## config.mk

```make
export PLATFORM = sky130hd
export DESIGN_NAME = fixed_block_pool_allocator
export DESIGN_NICKNAME = d
export VERILOG_FILES = /design/src/rtl/fbpa_pkg.sv /design/src/rtl/fbpa_free_list.sv /design/src/rtl/fbpa_result.sv /design/src/rtl/fixed_block_pool_allocator.sv
export VERILOG_INCLUDE_DIRS = /design/src /design/src/rtl
export SDC_FILE = /design/constraint.sdc
export NUM_CORES = 1
export LEC_CHECK = 0
export BUFFER_PORTS_ARGS = -buffer_cell sky130_fd_sc_hd__buf_2
export CAP_MARGIN = 0
export CORE_MARGIN = 10
export CORE_UTILIZATION = 58
export CTS_CLUSTER_DIAMETER = 200
export DETAILED_ROUTE_END_ITERATION = 7
export GPL_TIMING_DRIVEN = 0
export MAX_ROUTING_LAYER = met4
export PLACE_DENSITY_LB_ADDON = 0.1
export SLEW_MARGIN = 30
export SYNTH_ARGS = -nofsm -noshare
export SYNTH_HDL_FRONTEND = slang
export SYNTH_HIERARCHICAL = 1
export SYNTH_SLANG_ARGS = --single-unit
```

## constraint.sdc

```tcl
create_clock -name clk -period 6.2 [get_ports clk]
set_input_delay 0.93 -clock clk [delete_from_list [all_inputs] [get_ports clk]]
set_output_delay 0.93 -clock clk [all_outputs]
set_load 0.02 [all_outputs]
```

## src/rtl/assert_macros.svh

```systemverilog
// Assertion macros shared by the allocator RTL.
// Included by the modules that carry concurrent checks; no other dependencies.
`ifndef ASSERT_MACROS_SVH
`define ASSERT_MACROS_SVH

// Check a property on every rising clock edge outside reset.
`define ASSERT_CLK(label, clk, rst_n, prop, msg) \
    label: assert property (@(posedge clk) disable iff (!rst_n) (prop)) else $error(msg);

// Check that a condition in one cycle implies a result in the next one.
`define ASSERT_NEXT(label, clk, rst_n, cond, conseq, msg) \
    label: assert property (@(posedge clk) disable iff (!rst_n) (cond) |=> (conseq)) \
        else $error(msg);

`endif

```

## src/rtl/fbpa_pkg.sv

```systemverilog
// Shared types and constants of the fixed block pool allocator.
// Used by every module of the block; depends on nothing else.
package fbpa_pkg;

    // Fixed field widths of the request and result beats.
    localparam int IDX_PORT_W = 6;
    localparam int ESZ_W      = 13;
    localparam int OFF_W      = 18;
    localparam int PROD_W     = ESZ_W + IDX_PORT_W;

    localparam logic [ESZ_W-1:0] ESZ_RESET = 13'd8;

    // Request type codes.
    localparam logic REQ_ALLOC = 1'b0;
    localparam logic REQ_FREE  = 1'b1;

    // Result status codes.
    typedef enum logic [1:0] {
        ST_OK       = 2'd0,
        ST_OOM      = 2'd1,
        ST_BAD_FREE = 2'd2
    } status_t;

    // Free list operations for one cycle.
    typedef struct packed {
        logic pop;
        logic push;
    } list_ctrl_t;

endpackage

```

## src/rtl/fbpa_free_list.sv

```systemverilog
// LIFO free list of the allocator: head register, link memory and link prefetch.
// Depends on fbpa_pkg and assert_macros.svh.
`include "assert_macros.svh"

module fbpa_free_list #(
    parameter int IDX_W = 6,
    parameter int PTR_W = 7,
    parameter int POOL_BLOCKS = 64
) (
    input  logic                   clk,
    input  logic                   rst_n,
    input  fbpa_pkg::list_ctrl_t   ctrl,
    input  logic [IDX_W-1:0]       push_idx,
    output logic [PTR_W-1:0]       head,
    output logic                   empty
);

    localparam int MEM_DEPTH = 2 ** IDX_W;

    logic [PTR_W-1:0] link_mem [MEM_DEPTH];

    logic [PTR_W-1:0] head_reg, head_next;
    logic [PTR_W-1:0] link_reg, link_next;
    logic             link_sel_reg, link_sel_next;
    logic [PTR_W-1:0] rd_data_reg;
    logic [PTR_W-1:0] link_eff;

    // The link of the current head comes from the memory right after a pop.
    assign link_eff = link_sel_reg ? rd_data_reg : link_reg;

    assign head  = head_reg;
    assign empty = (head_reg >= PTR_W'(POOL_BLOCKS));

    // Next head and cached link for push, pop and hold.
    always_comb
    begin
        head_next     = head_reg;
        link_next     = link_eff;
        link_sel_next = 1'b0;
        if (ctrl.push)
        begin
            head_next = PTR_W'(push_idx);
            link_next = head_reg;
        end
        else if (ctrl.pop)
        begin
            head_next     = link_eff;
            link_sel_next = 1'b1;
        end
    end

    always_ff @(posedge clk or negedge rst_n)
    begin
        if (!rst_n)
        begin
            head_reg     <= PTR_W'(POOL_BLOCKS);
            link_reg     <= '0;
            link_sel_reg <= 1'b0;
        end
        else
        begin
            head_reg     <= head_next;
            link_reg     <= link_next;
            link_sel_reg <= link_sel_next;
        end
    end

    // Link memory: a push writes the old head; the link of the next head is
    // read every cycle so that a pop can be followed by another pop.
    always_ff @(posedge clk)
    begin
        if (ctrl.push)
        begin
            link_mem[push_idx] <= head_reg;
        end
        rd_data_reg <= link_mem[link_eff[IDX_W-1:0]];
    end

    `ASSERT_CLK(a_pop_not_empty, clk, rst_n, !(ctrl.pop && empty), "pop from empty free list")
    `ASSERT_CLK(a_one_op, clk, rst_n, !(ctrl.pop && ctrl.push), "push and pop in one cycle")
    `ASSERT_NEXT(a_push_head, clk, rst_n, ctrl.push, head_reg == $past(PTR_W'(push_idx)), "push did not set head")

endmodule

```

## src/rtl/fbpa_result.sv

```systemverilog
// Result register of the allocator: scales the granted index to a byte offset.
// Depends on fbpa_pkg.
module fbpa_result (
    input  logic                             clk,
    input  logic                             rst_n,
    input  logic                             valid_in,
    input  fbpa_pkg::status_t                status_in,
    input  logic [fbpa_pkg::IDX_PORT_W-1:0]  index_in,
    input  logic [fbpa_pkg::ESZ_W-1:0]       elem_size,
    output logic                             done,
    output fbpa_pkg::status_t                status,
    output logic [fbpa_pkg::IDX_PORT_W-1:0]  granted_index,
    output logic [fbpa_pkg::OFF_W-1:0]       block_offset
);

    logic [fbpa_pkg::PROD_W-1:0] product;
    logic                        done_reg;
    fbpa_pkg::status_t           status_reg;
    logic [fbpa_pkg::IDX_PORT_W-1:0] index_reg;
    logic [fbpa_pkg::OFF_W-1:0]  offset_reg;

    // Byte offset; a failed request carries index 0 and so offset 0.
    assign product = fbpa_pkg::PROD_W'(elem_size) * fbpa_pkg::PROD_W'(index_in);

    always_ff @(posedge clk or negedge rst_n)
    begin
        if (!rst_n)
        begin
            done_reg <= 1'b0;
        end
        else
        begin
            done_reg <= valid_in;
        end
    end

    always_ff @(posedge clk)
    begin
        status_reg <= status_in;
        index_reg  <= index_in;
        offset_reg <= product[fbpa_pkg::OFF_W-1:0];
    end

    assign done          = done_reg;
    assign status        = status_reg;
    assign granted_index = index_reg;
    assign block_offset  = offset_reg;

endmodule

```

## src/rtl/fixed_block_pool_allocator.sv

```systemverilog
// Top level of the fixed block pool allocator: request register, bump pointer,
// free list and result register. Depends on fbpa_pkg, fbpa_free_list, fbpa_result.
//
// Usage:
//   A request beat (req_type, block_index) is taken at a rising edge with start
//   high and busy low. busy stays low: a request may be issued every cycle.
//   An allocate hands out the block at the bump pointer while untouched blocks
//   remain, then pops the head of the free list, else reports out of memory.
//   A free pushes block_index onto the free list, or reports an invalid free
//   for a block that was never handed out.
//   Each request gives exactly one result beat on status, granted_index and
//   block_offset, marked by done for one cycle. A request passes through the
//   request register and then the result register, which drives done and the
//   beat. Throughput is one request per cycle; the free
//   list keeps the link of its head prefetched from the link memory so that
//   pops can follow each other.
//   The receiver cannot stall; results must be taken when done is high.
//   elem_size is written through cfg_we/cfg_data while no request is in flight.
//   Reset empties the pool: bump pointer zero, free list empty, elem_size 8.
`include "assert_macros.svh"

module fixed_block_pool_allocator #(
    parameter int POOL_BLOCKS = 64
) (
    input  logic                                clk,
    input  logic                                rst_n,
    input  logic                                start,
    output logic                                busy,
    input  logic                                req_type,
    input  logic [fbpa_pkg::IDX_PORT_W-1:0]     block_index,
    input  logic                                cfg_we,
    input  logic [fbpa_pkg::ESZ_W-1:0]          cfg_data,
    output logic                                done,
    output logic [1:0]                          status,
    output logic [fbpa_pkg::IDX_PORT_W-1:0]     granted_index,
    output logic [fbpa_pkg::OFF_W-1:0]          block_offset
);

    localparam int IDX_W = (POOL_BLOCKS > 1) ? $clog2(POOL_BLOCKS) : 1;
    localparam int PTR_W = $clog2(POOL_BLOCKS + 1);
    localparam int CMP_W = (PTR_W > fbpa_pkg::IDX_PORT_W) ? PTR_W : fbpa_pkg::IDX_PORT_W;

    logic                              in_valid_reg;
    logic                              in_type_reg;
    logic [fbpa_pkg::IDX_PORT_W-1:0]   in_idx_reg;
    logic [fbpa_pkg::ESZ_W-1:0]        elem_size_reg;
    logic [PTR_W-1:0]                  bump_reg, bump_next;

    fbpa_pkg::list_ctrl_t              list_ctrl;
    logic [PTR_W-1:0]                  list_head;
    logic                              list_empty;

    logic                              is_alloc, is_free;
    logic                              bump_avail, do_bump, do_pop, out_of_mem;
    logic                              bad_free;
    logic [CMP_W-1:0]                  idx_ext, grant_ext;
    fbpa_pkg::status_t                 res_status;

    assign busy = 1'b0;

    // Request register.
    always_ff @(posedge clk or negedge rst_n)
    begin
        if (!rst_n)
        begin
            in_valid_reg <= 1'b0;
        end
        else
        begin
            in_valid_reg <= start && !busy;
        end
    end

    always_ff @(posedge clk)
    begin
        if (start && !busy)
        begin
            in_type_reg <= req_type;
            in_idx_reg  <= block_index;
        end
    end

    // Configuration register.
    always_ff @(posedge clk or negedge rst_n)
    begin
        if (!rst_n)
        begin
            elem_size_reg <= fbpa_pkg::ESZ_RESET;
        end
        else if (cfg_we)
        begin
            elem_size_reg <= cfg_data;
        end
    end

    // Request decode: bump pointer first, then the free list.
    assign is_alloc   = in_valid_reg && (in_type_reg == fbpa_pkg::REQ_ALLOC);
    assign is_free    = in_valid_reg && (in_type_reg == fbpa_pkg::REQ_FREE);
    assign bump_avail = (bump_reg < PTR_W'(POOL_BLOCKS));
    assign do_bump    = is_alloc && bump_avail;
    assign do_pop     = is_alloc && !bump_avail && !list_empty;
    assign out_of_mem = is_alloc && !bump_avail && list_empty;

    // A free is valid only for a block below the bump pointer.
    assign idx_ext  = CMP_W'(in_idx_reg);
    assign bad_free = is_free && ((idx_ext >= CMP_W'(bump_reg))
                                  || (idx_ext >= CMP_W'(POOL_BLOCKS)));

    assign list_ctrl.pop  = do_pop;
    assign list_ctrl.push = is_free && !bad_free;

    assign bump_next = do_bump ? bump_reg + PTR_W'(1) : bump_reg;

    always_ff @(posedge clk or negedge rst_n)
    begin
        if (!rst_n)
        begin
            bump_reg <= '0;
        end
        else
        begin
            bump_reg <= bump_next;
        end
    end

    // Granted index and status of the result beat.
    always_comb
    begin
        grant_ext  = '0;
        res_status = fbpa_pkg::ST_OK;
        if (do_bump)
        begin
            grant_ext = CMP_W'(bump_reg);
        end
        else if (do_pop)
        begin
            grant_ext = CMP_W'(list_head);
        end
        else if (list_ctrl.push)
        begin
            grant_ext = idx_ext;
        end
        if (out_of_mem)
        begin
            res_status = fbpa_pkg::ST_OOM;
        end
        else if (bad_free)
        begin
            res_status = fbpa_pkg::ST_BAD_FREE;
        end
    end

    fbpa_free_list #(
        .IDX_W       (IDX_W),
        .PTR_W       (PTR_W),
        .POOL_BLOCKS (POOL_BLOCKS)
    ) u_free_list (
        .clk      (clk),
        .rst_n    (rst_n),
        .ctrl     (list_ctrl),
        .push_idx (idx_ext[IDX_W-1:0]),
        .head     (list_head),
        .empty    (list_empty)
    );

    fbpa_pkg::status_t result_status;

    fbpa_result u_result (
        .clk           (clk),
        .rst_n         (rst_n),
        .valid_in      (in_valid_reg),
        .status_in     (res_status),
        .index_in      (grant_ext[fbpa_pkg::IDX_PORT_W-1:0]),
        .elem_size     (elem_size_reg),
        .done          (done),
        .status        (result_status),
        .granted_index (granted_index),
        .block_offset  (block_offset)
    );

    assign status = result_status;

    `ASSERT_NEXT(a_one_result, clk, rst_n, in_valid_reg, done, "request without result beat")
    `ASSERT_CLK(a_bump_range, clk, rst_n, bump_reg <= PTR_W'(POOL_BLOCKS), "bump pointer past pool")
    `ASSERT_CLK(a_pop_after_bump, clk, rst_n, !(do_pop && bump_avail), "free list used before bump pool is spent")

endmodule

```

==> results of run 1 <==
==> cells by family after synthesis <==
kind of cell             share of synthesized area (%)
AO/OA/AOI/OAI                                     15.4
XOR/XNOR                                         0.653
adder cells (fa/ha/maj)                           4.93
buffers and inverters                             4.43
flip-flops                                        58.1
multiplexers                                      1.14
other                                           0.0143
AND/OR/NAND/NOR                                   15.3
==> worst max-delay path by stage <==
stage,startpoint,to,slack [ns],depth (start not counted)
after floorplan,bump_reg[0]$_DFFE_PN0P_,u_result/block_offset[14]$_DFF_P_,0.98,19
after global placement,u_free_list/head[1]$_DFFE_PN0P_,u_result/block_offset[14]$_DFF_P_,-0.66,15
after detailed placement,in_idx_reg[4]$_DFFE_PP_,u_result/block_offset[17]$_DFF_P_,0.006,18
after CTS,in_idx_reg[4]$_DFFE_PP_,u_result/block_offset[17]$_DFF_P_,0.007,18
after global routing,in_idx_reg[0]$_DFFE_PP_,u_result/block_offset[14]$_DFF_P_,0.08,20
final,in_idx_reg[0]$_DFFE_PP_,u_result/block_offset[14]$_DFF_P_,0.32,20
==> cells in the final DEF, fill, tap and decap left out, types with 6 or more instances in the layout <==
| master | instances |
|---|---|
| nand3_1 | 11 |
| nor4_1 | 7 |
| a21oi_1 | 113 |
| a221oi_1 | 20 |
| nor2b_1 | 7 |
| o31ai_1 | 14 |
| clkbuf_16 | 55 |
| buf_4 | 11 |
| edfxtp_1 | 455 |
| o21ai_0 | 203 |
| mux2_2 | 23 |
| dfrtp_1 | 29 |
| o21ai_1 | 29 |
| fa_1 | 44 |
| clkbuf_1 | 98 |
| buf_2 | 83 |
| nand4_1 | 19 |
| nand2_1 | 106 |
| inv_1 | 142 |
| nor3_1 | 39 |
| dfxtp_1 | 33 |
| xnor2_1 | 13 |
| a22oi_1 | 156 |
| clkinv_2 | 7 |
| dfrtp_4 | 6 |
| and2_1 | 104 |
| o41a_1 | 7 |
| nor2_1 | 101 |
| bufinv_16 | 7 |
| nand2b_1 | 312 |
| o22ai_1 | 84 |
| ha_1 | 33 |
==> timing repair <==
| action | in CTS | in global routing |
|---|---|---|
| buffers inserted | 0 | 1 |
| endpoints found under the setup margin | 0 | 7 |
| gates resized for setup | 0 | 16 |
==> routing by layer <==
metal	vias to the layer above	share of wire, %	global-route usage (%)
met2	1034	46	44.1
met5	-	0	-
met1	9685	40	37.4
met3	187	9.3	4.62
li1	8630	-	-
met4	0	4.1	11.3
==> stage by stage <==
stage | std cells | cell area (sq um) | setup TNS, ns | power [uW]
final | 3065 | 29300 | 0 | 12900
after detailed placement | 2966 | 27400 | 0 | 9490
after global placement | 2960 | 27200 | -4.06 | 9320
after global routing | 3065 | 29300 | 0 | 13500
after CTS | 3063 | 29200 | 0 | 12800
after floorplan | 2318 | 26300 | 0 | 7680
==> worst max-delay path, delay by kind of cell (launching register included) <==
kind | cells | cell delay [ns]
simple gates | 5 | 1.17
fa+ha+maj | 5 | 2.09
flops | 1 | 0.43
buf+inv | 4 | 0.51
compound gates | 6 | 1.61
==> area by class of cell <==
class | instances | area (sq um)
Antenna cell | 1 | 2.50
Buffer | 141 | 637
Clock buffer | 72 | 1490
Clock inverter | 25 | 323
Fill cell | 3381 | 15200
Inverter | 142 | 533
Multi-Input combinational cell | 1510 | 9880
Sequential cell | 525 | 15300
Tap cell | 592 | 741
Timing Repair Buffer | 57 | 385
==> report_power, final <==
group | internal [uW] | switching, uW
combinational | 1720 | 3200
sequential | 4350 | 309
clock | 1980 | 1380
total | 8050 | 4890
==> results.toml, run 1 <==
[synthesis]
seq_area_frac_synth_pct = 58.1
synth_flop_cell = "edfxtp_1"
synth_top_area_share_pct = 52.0
postSynthCellCount = 2318
synth-edff-count = 455
syn_area_sq_um = 26300
ys_top_cells_by_count = "edfxtp_1 (455), nand2b_1 (312), o21ai_0 (203)"
async_flop_share_pct = 7.05
synth_warnings = 6
syn_avg_cell_area_sq_um = 11.3
yosysTopAreaCell = "edfxtp_1"
syn_nets = 2419
yosysMostFrequentCell = "edfxtp_1"
synth_area_leaders = "edfxtp_1 (52%), nand2b_1 (7.4%), a22oi_1 (4.5%), o21ai_0 (3.9%), fa_1 (3.4%)"
ys_seq_elements = 525
synth.distinct_cells = 65

[critical_path]
cpPeakStageDelay_ns = 0.55
cp_max_fo = 10
cp.required_ns = 6.75
arrival_ns = 6.43
r2r-end = "u_result/block_offset[14]$_DFF_P_"
setup.worst_path.end_class = "flop"
regToRegSetupSlack_ns = 0.32
cp_slowest_cell = "fa_1"
r2r_cells = 20
path_class = "reg -> reg"
startpoint_type = "flop"
crit_chain = "inv_1 > ha_1 > nand2b_4 > a211o_1 > a211oi_4 > a221oi_1 > nor2_2 > clkbuf_1 > and2_1 > fa_1 > fa_1 > inv_1 > fa_1 > inv_1 > ha_1 > a21o_1 > a21o_1 > a21o_1 > or4b_1 > nand3_1"
r2r-start = "in_idx_reg[0]$_DFFE_PP_"

[clock_network]
clk_latency_ns = 0.61
cts_tree = "built"
h-tree-depth = 2
clock_path_buffers = 3
cts_made_buffers = 54
cts.clk_slew.worst_paths_ns = 0.06
postCtsHoldBufs = 0
cts_sinks = 525
root_buffer = "clkbuf_16"

[routing]
drc = 0
wl_um = 76200
ant_nets = 0
drt_iter0_drc = 2338
routedWlPerCell_um = 24.9
dr.pass1.iters = 6
via_per_inst = 6.37
vias = 19536

[place]
gp_congestion = 0.928
io_buffers = 50
hpwl_um = 52100
dp_slack_ns = 0.00580

[power]
peakVddDrop_mv = 0.281
p_leak_uw = 0.0105
p_per_area_nw_per_um2 = 442

[min_path]
hp-class = "in -> async"

[job]
maxCapViolCount = 0

[timing]
tightest_slew_ns = 1.02
drv_slew = 0
setup_viol = 0
fin_crit_ns = 5.88
hold_viol_final = 0
skew_ns = 0.0126
rsz0062_at_grt = "false"
period_share_pct = 94.9
fmax_mhz = 170
hold_slack_ns = 0.457
slew_headroom_pct = 31.6
setup_slack_ns = 0.319

[global_routing]
antenna_found_initial = 1
grt_pass1_vias = 18925
grt_max_degree = 68
grtUsageTotal_pct = 28.5
grt_pass1_wl_um = 114000
gr-total-overflow = 0

[die]
die_area_sq_um = 54200
dieWidth_um = 233
start_util_pct = 59.0
core_area_sq_um = 44500
std_cell_rows = 77
fp.dieH_um = 233
pin_count = 52

[cells_and_area]
area_growth_pct = 11.5
fin_util_pct = 65.8
nets = 2532
largest_reg_flops = 448
drive_gt1_share_pct = 9.75

[run_status]
status = "finished, final reports clean"
Power figures use the tool's default switching activity.
==> inputs of run 2 (changes only) <==
--- a/config.mk
+++ b/config.mk
@@ -10,6 +10,7 @@
 export CAP_MARGIN = 0
 export CORE_MARGIN = 10
 export CORE_UTILIZATION = 58
+export CTS_BUF_LIST = sky130_fd_sc_hd__clkbuf_4 sky130_fd_sc_hd__clkbuf_8 sky130_fd_sc_hd__clkbuf_16
 export CTS_CLUSTER_DIAMETER = 200
 export DETAILED_ROUTE_END_ITERATION = 7
 export GPL_TIMING_DRIVEN = 0
==> run 2 against run 1 <==
Maximum frequency grew 0.43%; setup slack gained 0.025 ns; non-clock buffer count is the same; hold slack gained 0.0056 ns.
==> results.toml, run 2 (synthesized netlist as in run 1, its figures left out) <==
[global_routing]
grtUsageTotal_pct = 28.6
antenna_found_initial = 1
grt_pass1_wl_um = 114000
grt_pass1_vias = 18953
gr-total-overflow = 0
grt_max_degree = 68

[routing]
top_layer = "met4"
dr.pass1.iters = 5
ant_nets = 0
met1Wirelength_um = 30700
drc = 0
routedWlPerCell_um = 24.9
drt_iter0_drc = 2330
vias = 19604
met2WireLength_um = 35300
via_per_inst = 6.40
wl_met3_um = 7160
wl_um = 76300

[critical_path]
cp.required_ns = 6.75
path_class = "reg -> reg"
crit_chain = "inv_1 > ha_1 > nand2b_4 > a211o_1 > a211oi_4 > a221oi_1 > nor2_2 > clkbuf_1 > and2_1 > fa_1 > fa_1 > inv_1 > fa_1 > inv_1 > ha_1 > a21o_1 > a21o_1 > a21o_1 > or4b_1 > nand3_1"
arrival_ns = 6.40
startpoint_type = "flop"
r2r-end = "u_result/block_offset[14]$_DFF_P_"
setup.worst_path.end_class = "flop"
cpPeakStageDelay_ns = 0.55
r2r-start = "in_idx_reg[0]$_DFFE_PP_"
regToRegSetupSlack_ns = 0.34
r2r_cells = 20
cp_max_fo = 10
cp_slowest_cell = "fa_1"

[clock_network]
cts_sinks = 525
cts_made_buffers = 54
root_buffer = "clkbuf_16"
postCtsHoldBufs = 0
clk_latency_ns = 0.61
cts_tree = "built"
clock_path_buffers = 3
cts.clk_slew.worst_paths_ns = 0.06
h-tree-depth = 2

[cells_and_area]
layout_common_cells = "edfxtp_1 (455), nand2b_1 (312), o21ai_0 (203)"
largest_reg_flops = 448
drive_gt1_share_pct = 10.2
mostFrequentLayoutCell = "edfxtp_1"
nets = 2532
fillers = 3387
area_growth_pct = 11.7

[timing]
rsz0062_at_grt = "false"
setup_viol = 0
fmax_mhz = 171
slew_headroom_pct = 34.8
setup_slack_ns = 0.344
skew_ns = 0.0135
hold_viol_final = 0
hold_slack_ns = 0.463
drv_slew = 0
fin_crit_ns = 5.86
period_share_pct = 94.5
tightest_slew_ns = 0.969

[place]
hpwl_um = 52100
gp_congestion = 0.928
io_buffers = 50
dp_slack_ns = 0.00580

[die]
start_util_pct = 59.0
std_cell_rows = 77
dieWidth_um = 233
die_area_sq_um = 54200
pin_count = 52
core_area_sq_um = 44500
fp.dieH_um = 233

[run_status]
status = "finished, final reports clean"

[power]
power_uw = 13000
p_leak_uw = 0.0105
p_per_area_nw_per_um2 = 443
peakVddDrop_mv = 0.282

[job]
maxCapViolCount = 0

[min_path]
hp-class = "in -> async"
run 2: report_power, final:
part | total, uW | internal [uW] | switching (uW)
Clock | 3410 | 2030 | 1380
Sequential | 4660 | 4350 | 308
Combinational | 4920 | 1720 | 3210
Total | 13000 | 8100 | 4890
run 2: critical path: cells and delay by family (launching register included):
family	cells	cell delay, ns
flops	1	0.43
compound gates	6	1.60
buf+inv	4	0.50
fa+ha+maj	5	2.10
simple gates	5	1.16
run 2: area by class of cell:
cell class	count	area (sq um)	share of cell area, %
clock buffers	72	1540	5.24
clock inverters	25	323	1.10
inverters	142	533	1.82
well taps	592	741	2.53
flip-flops and latches	525	15300	52.1
plain buffers	141	637	2.17
diodes	1	2.50	0.00854
multi-input cells	1510	9880	33.7
repair buffers	57	385	1.31
run 2: repair_timing:
action	CTS	global route
setup buffers	0	1
gates resized for setup	0	16
endpoints found under the setup margin	0	7
run 2: worst max-delay path by stage:
stage | from | to | cells after the start
2_1_floorplan | bump_reg[0]$_DFFE_PN0P_ | u_result/block_offset[14]$_DFF_P_ | 19
3_3_place_gp | u_free_list/head[1]$_DFFE_PN0P_ | u_result/block_offset[14]$_DFF_P_ | 15
3_5_place_dp | in_idx_reg[4]$_DFFE_PP_ | u_result/block_offset[17]$_DFF_P_ | 18
4_1_cts | in_idx_reg[4]$_DFFE_PP_ | u_result/block_offset[17]$_DFF_P_ | 18
5_1_grt | in_idx_reg[0]$_DFFE_PP_ | u_result/block_offset[14]$_DFF_P_ | 20
6_report | in_idx_reg[0]$_DFFE_PP_ | u_result/block_offset[14]$_DFF_P_ | 20
run 2: layer usage:
metal / GRT usage (%) / vias up
met3: 4.59 / 196
met5: - / -
met2: 44.0 / 1067
met1: 37.5 / 9699
li1: - / 8642
met4: 11.3 / 0
run 2: through the flow:
stage / cell area [sq um] / std cells / util, % / TNS, ns
detailed placement: 27400 / 2966 / 61.6 / 0
global route: 29300 / 3065 / 65.9 / 0
global placement: 27200 / 2960 / 61.2 / -4.06
floorplan: 26300 / 2318 / - / 0
finish: 29300 / 3065 / 65.9 / 0
CTS: 29300 / 3063 / 65.8 / 0
==> inputs of run 3 (changes only) <==
--- a/config.mk
+++ b/config.mk
@@ -9,7 +9,7 @@
 export BUFFER_PORTS_ARGS = -buffer_cell sky130_fd_sc_hd__buf_2
 export CAP_MARGIN = 0
 export CORE_MARGIN = 10
-export CORE_UTILIZATION = 58
+export CORE_UTILIZATION = 40
 export CTS_BUF_LIST = sky130_fd_sc_hd__clkbuf_4 sky130_fd_sc_hd__clkbuf_8 sky130_fd_sc_hd__clkbuf_16
 export CTS_CLUSTER_DIAMETER = 200
 export DETAILED_ROUTE_END_ITERATION = 7
==> run 3 against run 2 <==
Die area grew 41%; core utilization down 20 points; clock power grew 4%; setup slack worse by 0.15 ns; final area increased by 1.9%; non-clock buffer count grew 7; sequential share of layout area is 0.99 points lower; combinational power increased by 2%; hold slack worse by 0.21 ns; sequential power hardly changed; clock-buffer cell count grew 12; critical path type unchanged; largest cell class unchanged; highest routed layer unchanged.
==> results.toml, run 3 (synthesized netlist as in run 1, its figures left out) <==
[run_status]
status = "finished, final reports clean"

[routing]
drc = 0
ant_nets = 0
drt_iter0_drc = 1777
via_per_inst = 5.70
vias = 19073
dr.pass1.iters = 5
wl_um = 81400
routedWlPerCell_um = 24.3

[clock_network]
cts.clk_slew.worst_paths_ns = 0.06
root_buffer = "clkbuf_16"
h-tree-depth = 2
cts_tree = "built"
cts_sinks = 525
clock_path_buffers = 3
postCtsHoldBufs = 0
clk_latency_ns = 0.63
cts_made_buffers = 60

[place]
hpwl_um = 56300
io_buffers = 50
gp_congestion = 0.916
dp_slack_ns = -0.162
placed_cells = 3233

[power]
p_per_area_nw_per_um2 = 442
intPower_uw = 8200
power_frac_comb_pct = 37.8
peakVddDrop_mv = 0.247
p_seq_share_pct = 35.3
p_sw_uw = 5020
p_leak_uw = 0.0106
switching_share_pct = 38.0
clkPwrFrac_pct = 26.9

[die]
dieWidth_um = 276
core_area_sq_um = 64700
start_util_pct = 40.6
pin_count = 52
std_cell_rows = 93
die_area_sq_um = 76300
fp.dieH_um = 276

[critical_path]
path_class = "reg -> reg"
r2r_cells = 20
regToRegSetupSlack_ns = 0.20
setup.worst_path.end_class = "flop"
cp.required_ns = 6.69
startpoint_type = "flop"
arrival_ns = 6.50
cp_max_fo = 10

[cells_and_area]
antennaDiodeCount = 0
nets = 2545
mostFrequentLayoutCell = "edfxtp_1"
largest_reg_flops = 448
multi_input_area_sq_um = 9880
drive_gt1_share_pct = 10.6
fillers = 6024
final_cells = 3349
area_growth_pct = 13.8
layout_common_cells = "edfxtp_1 (455), nand2b_1 (312), o21ai_0 (203)"
fin_util_pct = 46.2
regArea_sq_um = 15300

[global_routing]
grt_pass1_vias = 18739
gr-total-overflow = 0
grt_pass1_wl_um = 120000
antenna_found_initial = 2
grt_max_degree = 55
grtUsageTotal_pct = 21.2

[min_path]
hp-class = "in -> async"

[timing]
period_share_pct = 96.8
fmax_mhz = 167
fin_crit_ns = 6.00
setup_slack_ns = 0.198
drv_slew = 0
fin_setup_tns_ns = 0
setup_viol = 0
slew_headroom_pct = 32.8
tightest_slew_ns = 1.00
skew_ns = 0.0226
hold_viol_final = 0

[job]
maxCapViolCount = 0
==> run 3: cell types whose count changed in the layout (fill, tap and decap cells not counted), sizes merged, moves of 2 or more <==
cell	previous run	this run
clkbuf	163	174
clkinv	11	21
inv	146	144
bufinv	7	3
buf	107	115
==> run 3: worst max-delay path: stages (launching register included) <==
cell and delay, ns:
edfxtp_1 0.58, ha_1 0.39, a211oi_1 0.07, nor3_1 0.43, a211oi_4 0.12, a221oi_1 0.38
a21oi_2 0.05, buf_4 0.18, buf_1 0.24, and2_1 0.22, fa_1 0.50, inv_1 0.05
fa_1 0.51, fa_1 0.50, inv_1 0.05, ha_1 0.34, a21oi_1 0.27, o211ai_1 0.18
a211o_1 0.36, a211o_1 0.32, o311a_1 0.12
==> run 3: cell type report <==
class | instances | share of cell area (%)
Clock inverter | 28 | 0.724
Sequential cell | 525 | 51.1
Buffer | 141 | 2.13
Multi-Input combinational cell | 1510 | 33.1
Clock buffer | 84 | 5.92
Timing Repair Buffer | 64 | 1.67
Tap cell | 855 | 3.58
Inverter | 142 | 1.78
==> run 3: path summary, 6_finish.rpt <==
check,start,end
max,in_idx_reg[4]$_DFFE_PP_,u_result/block_offset[17]$_DFF_P_
min,rst_n,in_valid_reg$_DFF_PN0_
max reg2reg,in_idx_reg[4]$_DFFE_PP_,u_result/block_offset[17]$_DFF_P_
min reg2reg,in_valid_reg$_DFF_PN0_,u_result/done$_DFF_PN0_
max in group asynchronous,rst_n,u_free_list/head[6]$_DFFE_PN1P_
min in group clk,in_valid_reg$_DFF_PN0_,u_result/done$_DFF_PN0_
==> run 3: power groups by stage <==
stage | Combinational [uW] | Sequential (uW) | Clock (uW)
2_1_floorplan | 2920 | 4760 | 0
3_3_place_gp | 4480 | 5080 | 0
3_5_place_dp | 4910 | 4750 | 0
4_1_cts | 4940 | 4680 | 3620
5_1_grt | 5390 | 4700 | 3760
6_report | 5000 | 4670 | 3550
==> run 3: what timing repair did <==
action                                  CTS  global route
endpoints found under the setup margin    5             5
setup buffers                             0             4
gates resized for setup                   4            12
pin swaps                                 0             0
==> run 3: per-stage QoR <==
| step | hold slack (ns) | area (sq um) | power (uW) |
|---|---|---|---|
| global route | 0.253 | 29900 | 13800 |
| finish | 0.251 | 29900 | 13200 |
| CTS | 0.230 | 29800 | 13200 |
| global placement | 0.445 | 27600 | 9560 |
| floorplan | 0.413 | 26300 | 7680 |
| detailed placement | 0.462 | 27800 | 9660 |
==> run 3: metal layers <==
metal	track usage [%]	routed length, um
met2	34.4	39200
met3	3.79	5590
met4	7.38	2850
met1	26.3	33800
met5	-	0
